<file path="src/rtl/core/dsa_pkg.sv">
// Shared types, constants and the microcode ROM for the decimal scale aligner.
package dsa_pkg;

   localparam int WORD_W        = 32;
   localparam int MANT_W        = 3 * WORD_W;
   localparam int SCALE_W       = 5;
   localparam int SCALE_CAP_DEF = 28;
   localparam int SUM_W         = MANT_W + 4;

   localparam int CHUNK_W       = 16;
   localparam int CHUNKS        = MANT_W / CHUNK_W;
   localparam int CNT_W         = $clog2(CHUNKS);
   localparam int REM_W         = 4;
   localparam int CUR_W         = REM_W + CHUNK_W;
   localparam int PROD_W        = 2 * CUR_W;
   localparam int RECIP_SHIFT   = 23;
   localparam logic [CUR_W-1:0] RECIP      = CUR_W'(((1 << RECIP_SHIFT) + 9) / 10);
   localparam logic [REM_W-1:0] HALF_DIGIT = REM_W'(5);

   localparam int PC_W = 3;
   typedef logic [PC_W-1:0] pc_type;

   localparam pc_type STEP_WAIT  = PC_W'(0);
   localparam pc_type STEP_MUL   = PC_W'(1);
   localparam pc_type STEP_CHECK = PC_W'(2);
   localparam pc_type STEP_DIV   = PC_W'(3);
   localparam pc_type STEP_ROUND = PC_W'(4);
   localparam pc_type STEP_EMIT  = PC_W'(5);

   typedef enum logic [2:0] {
      OP_NOP,
      OP_LOAD,
      OP_MUL,
      OP_DIV_INIT,
      OP_DIV,
      OP_ROUND,
      OP_EMIT
   } op_type;

   typedef enum logic [2:0] {
      CND_ALWAYS,
      CND_NO_REQ,
      CND_MUL_OK,
      CND_ALIGNED,
      CND_DIV_MORE,
      CND_OUT_BLOCKED
   } cond_type;

   typedef struct packed {
      op_type   op;
      cond_type cond;
      pc_type   target;
      pc_type   next;
   } ctrl_type;

   typedef struct packed {
      logic req_fire;
      logic mul_ok;
      logic aligned;
      logic div_more;
      logic out_blocked;
   } status_type;

   function automatic ctrl_type ucode_rom(input pc_type pc);
      ctrl_type word;
      unique case (pc)
         STEP_WAIT:  word = '{OP_LOAD,     CND_NO_REQ,      STEP_WAIT,  STEP_MUL};
         STEP_MUL:   word = '{OP_MUL,      CND_MUL_OK,      STEP_MUL,   STEP_CHECK};
         STEP_CHECK: word = '{OP_DIV_INIT, CND_ALIGNED,     STEP_EMIT,  STEP_DIV};
         STEP_DIV:   word = '{OP_DIV,      CND_DIV_MORE,    STEP_DIV,   STEP_ROUND};
         STEP_ROUND: word = '{OP_ROUND,    CND_ALWAYS,      STEP_CHECK, STEP_CHECK};
         STEP_EMIT:  word = '{OP_EMIT,     CND_OUT_BLOCKED, STEP_EMIT,  STEP_WAIT};
         default:    word = '{OP_NOP,      CND_ALWAYS,      STEP_WAIT,  STEP_WAIT};
      endcase
      return word;
   endfunction

endpackage

</file>
<file path="src/rtl/core/dsa_ucode.sv">
// Microcode sequencer: step counter, control ROM and conditional jumps.
module dsa_ucode (
   input  logic                clock,
   input  logic                reset,
   input  dsa_pkg::status_type status,
   output dsa_pkg::ctrl_type   ctrl
);
   import dsa_pkg::*;

   pc_type pc_ff;
   pc_type pc_in;
   logic   taken;

   always_comb begin
      ctrl = ucode_rom(pc_ff);
      case (ctrl.cond)
         CND_ALWAYS:      taken = 1'b1;
         CND_NO_REQ:      taken = !status.req_fire;
         CND_MUL_OK:      taken = status.mul_ok;
         CND_ALIGNED:     taken = status.aligned;
         CND_DIV_MORE:    taken = status.div_more;
         CND_OUT_BLOCKED: taken = status.out_blocked;
         default:         taken = 1'b1;
      endcase
      pc_in = taken ? ctrl.target : ctrl.next;
   end

   always_ff @(posedge clock) begin
      if (reset) begin
         pc_ff <= STEP_WAIT;
      end else begin
         pc_ff <= pc_in;
      end
   end

endmodule

</file>
<file path="config.mk">
export PLATFORM = sky130hd
export DESIGN_NAME = dsa_ucode
export DESIGN_NICKNAME = d
export VERILOG_FILES = /design/src/rtl/core/dsa_pkg.sv /design/src/rtl/core/dsa_ucode.sv
export SDC_FILE = /design/constraint.sdc
export NUM_CORES = 1
export LEC_CHECK = 0
export ABC_AREA = 1
export BUFFER_PORTS_ARGS = -buffer_cell sky130_fd_sc_hd__clkbuf_2
export CORE_AREA = 10 10 47 49
export DETAILED_ROUTE_END_ITERATION = 8
export DIE_AREA = 0 0 57 59
export PLACE_DENSITY = 0.59
export RECOVER_POWER = 50
export REMOVE_ABC_BUFFERS = 1
export SYNTH_ARGS = -nofsm -noshare
export SYNTH_HDL_FRONTEND = slang
export SYNTH_SLANG_ARGS = --single-unit
</file>
<file path="constraint.sdc">
create_clock -name clock -period 2.7 [get_ports clock]
set_input_delay 0.135 -clock clock [delete_from_list [all_inputs] [get_ports clock]]
set_output_delay 0.135 -clock clock [all_outputs]
set_load 0.01 [all_outputs]
</file>
==> qor.txt <==
Syn avg cell area: 6.338 um^2
Final Max Slew Viols: 0
# diodes: 0
Drt total wl: 1129 um
Via count: 445
Largest net degree at the start of global routing: 11
DRT iter0 DRCs: 11
Regs by FF count: pc_ff: 3 flops
Pwr Density: 1348 nW/um^2
Arrival @ worst endpoint: 1.59 ns
Drt drc: 0
Final Hold Fails: 0
MaxCap Viol Count: 0
Die height: 59 um
Hpwl dp: 916.2 um
Startpoint types: flop
CTS sink count: 3
Drt first pass iters: 4
WL/cell: 11.76 um
Mapped cell area: 386.6 um^2
Crit end category: output pin
Hold Buf Count CTS: 0
CP Data Required Time: 2.57 ns
Share of layout cells above drive strength 1: 0.3875
Gp weighted congestion: 0.7794
RSZ-0062 raised after global routing: no
Latest clock arrival within the worst-skew pair: 0.23 ns
Seq cells post-synth: 3
Setup TNS: 0 ns
Total Routing Usage GR: 0.07254
Initial antenna violation count: 0
Row cnt: 14
Fmax: 579.5 MHz
Via count of the first global-routing pass: 460
Yosys cell types: 21
First-pass GRT wire length: 1959 um
Final Instance Area: 475.5 um^2
Fin crit share: 0.6391
Initial Utilization: 0.2759
Clk buf depth: 2
CTS Root Buffer Type: clkbuf_4
Worst min-delay path class: in -> reg
Setup Skew: 0.001385 ns
Final min period: 1.726 ns
CTS tree: done
CP Max Fanout: 10
Ys Warns: 0
CTS buffer count: 3
Cells after synthesis: 61
Die Area: 3363 um^2
Placed instance area: 462.9 um^2
H-tree depth: 1
Outcome: finished clean
Worst-Margin Slew: 0.4871 ns
Worst vdd ir: 0.4301 mV
Final setup violation count: 0
Congestion Overflow GR: 0
Synthesis-to-layout area growth: 22.98%
Ranking of synthesized cells by area: dfxtp_1, nand2_1, inv_1, buf_6, nor2_1
Static Leak: 0.0003026 uW
Kind of critical path: reg -> out
Remaining antenna violation count: 0
Register area share after synthesis: 0.1553
Post-synth top area cell: dfxtp_1
PostCTS Resize Cnt: 0
Core area: 1401 um^2
Worst-path clk slew: 0.04 ns
Slew HR: 0.6748
Number of flip-flops under the largest register name: 3
Die W: 57 um
Post-CTS setup buffers: 0
IO Count: 19
Commonest cells after routing, fill and taps aside: clkbuf_2, nand2_1, inv_1
Largest register by flop count: pc_ff
Most common cell after layout, fill and taps aside: clkbuf_2
Area share of the largest cell type after synthesis: 0.1553
Number of port buffers: 18
Vias per inst: 4.635
Nets@finish: 88
critical path: stages, from the launching register on:
cell	delay, ns
dfxtp_1	0.61
inv_1	0.21
nand3_2	0.15
o21ai_2	0.07
nor2_1	0.14
inv_1	0.05
clkbuf_2	0.12
layer usage:
layer  wire length (um)  global-route usage
met1                501             0.07583
met2                512              0.1132
met3                 92             0.02790
met4                 23             0.06040
met5                  0                   0
cells by family after synthesis:
family                 Yosys count  synth area share
AOI/OAI and AO/OA                5           0.08091
buffers and inverters           15            0.2104
DFF                              3            0.1553
and+or+nand+nor                 38            0.5534
synth_stat cells (all sizes together):
master	instances
nand2	16
inv	12
nor2	11
nand3	5
buf	3
dfxtp	3
nand4	3
o21ai	3
a21oi	1
and2	1
nor3	1
o31ai	1
or2	1
where the power goes:
part           internal, uW  total, uW  switching, uW
Sequential             63.7        120           56.4
Combinational           168        444            275
Clock                  55.3       77.0           21.7
per-stage QoR:
step	total power, uW	utilization	setup slack (ns)	hold WS (ns)	instances
floorplan	423.6	-	1.322	0.2996	58
global placement	584.2	0.3304	1.279	0.4109	92
detailed placement	582.9	0.3304	1.279	0.4242	92
CTS	670.3	0.3491	1.029	0.1780	96
global route	715.4	0.3393	0.7744	0.1922	96
finish	640.8	0.3393	0.9744	0.1829	96
worst paths after layout:
path	cells after the start	start	endpoint	slack, ns
hold / removal	4	reset	pc_ff[0]	0.18
hold reg to reg	4	pc_ff[1]	pc_ff[0]	0.87
setup reg to reg	7	pc_ff[2]	pc_ff[0]	1.19
setup / recovery	6	pc_ff[2]	ctrl[1]	0.97
layout make-up:
class	count	area [um^2]
inverters	12	47.55
clock buffers	4	26.28
multi-input cells	43	232.7
well taps	16	20.02
fillers	173	925.9
flip-flops and latches	3	60.06
repair buffers	18	88.84
Note: power is estimated with default switching activity, not from simulation.
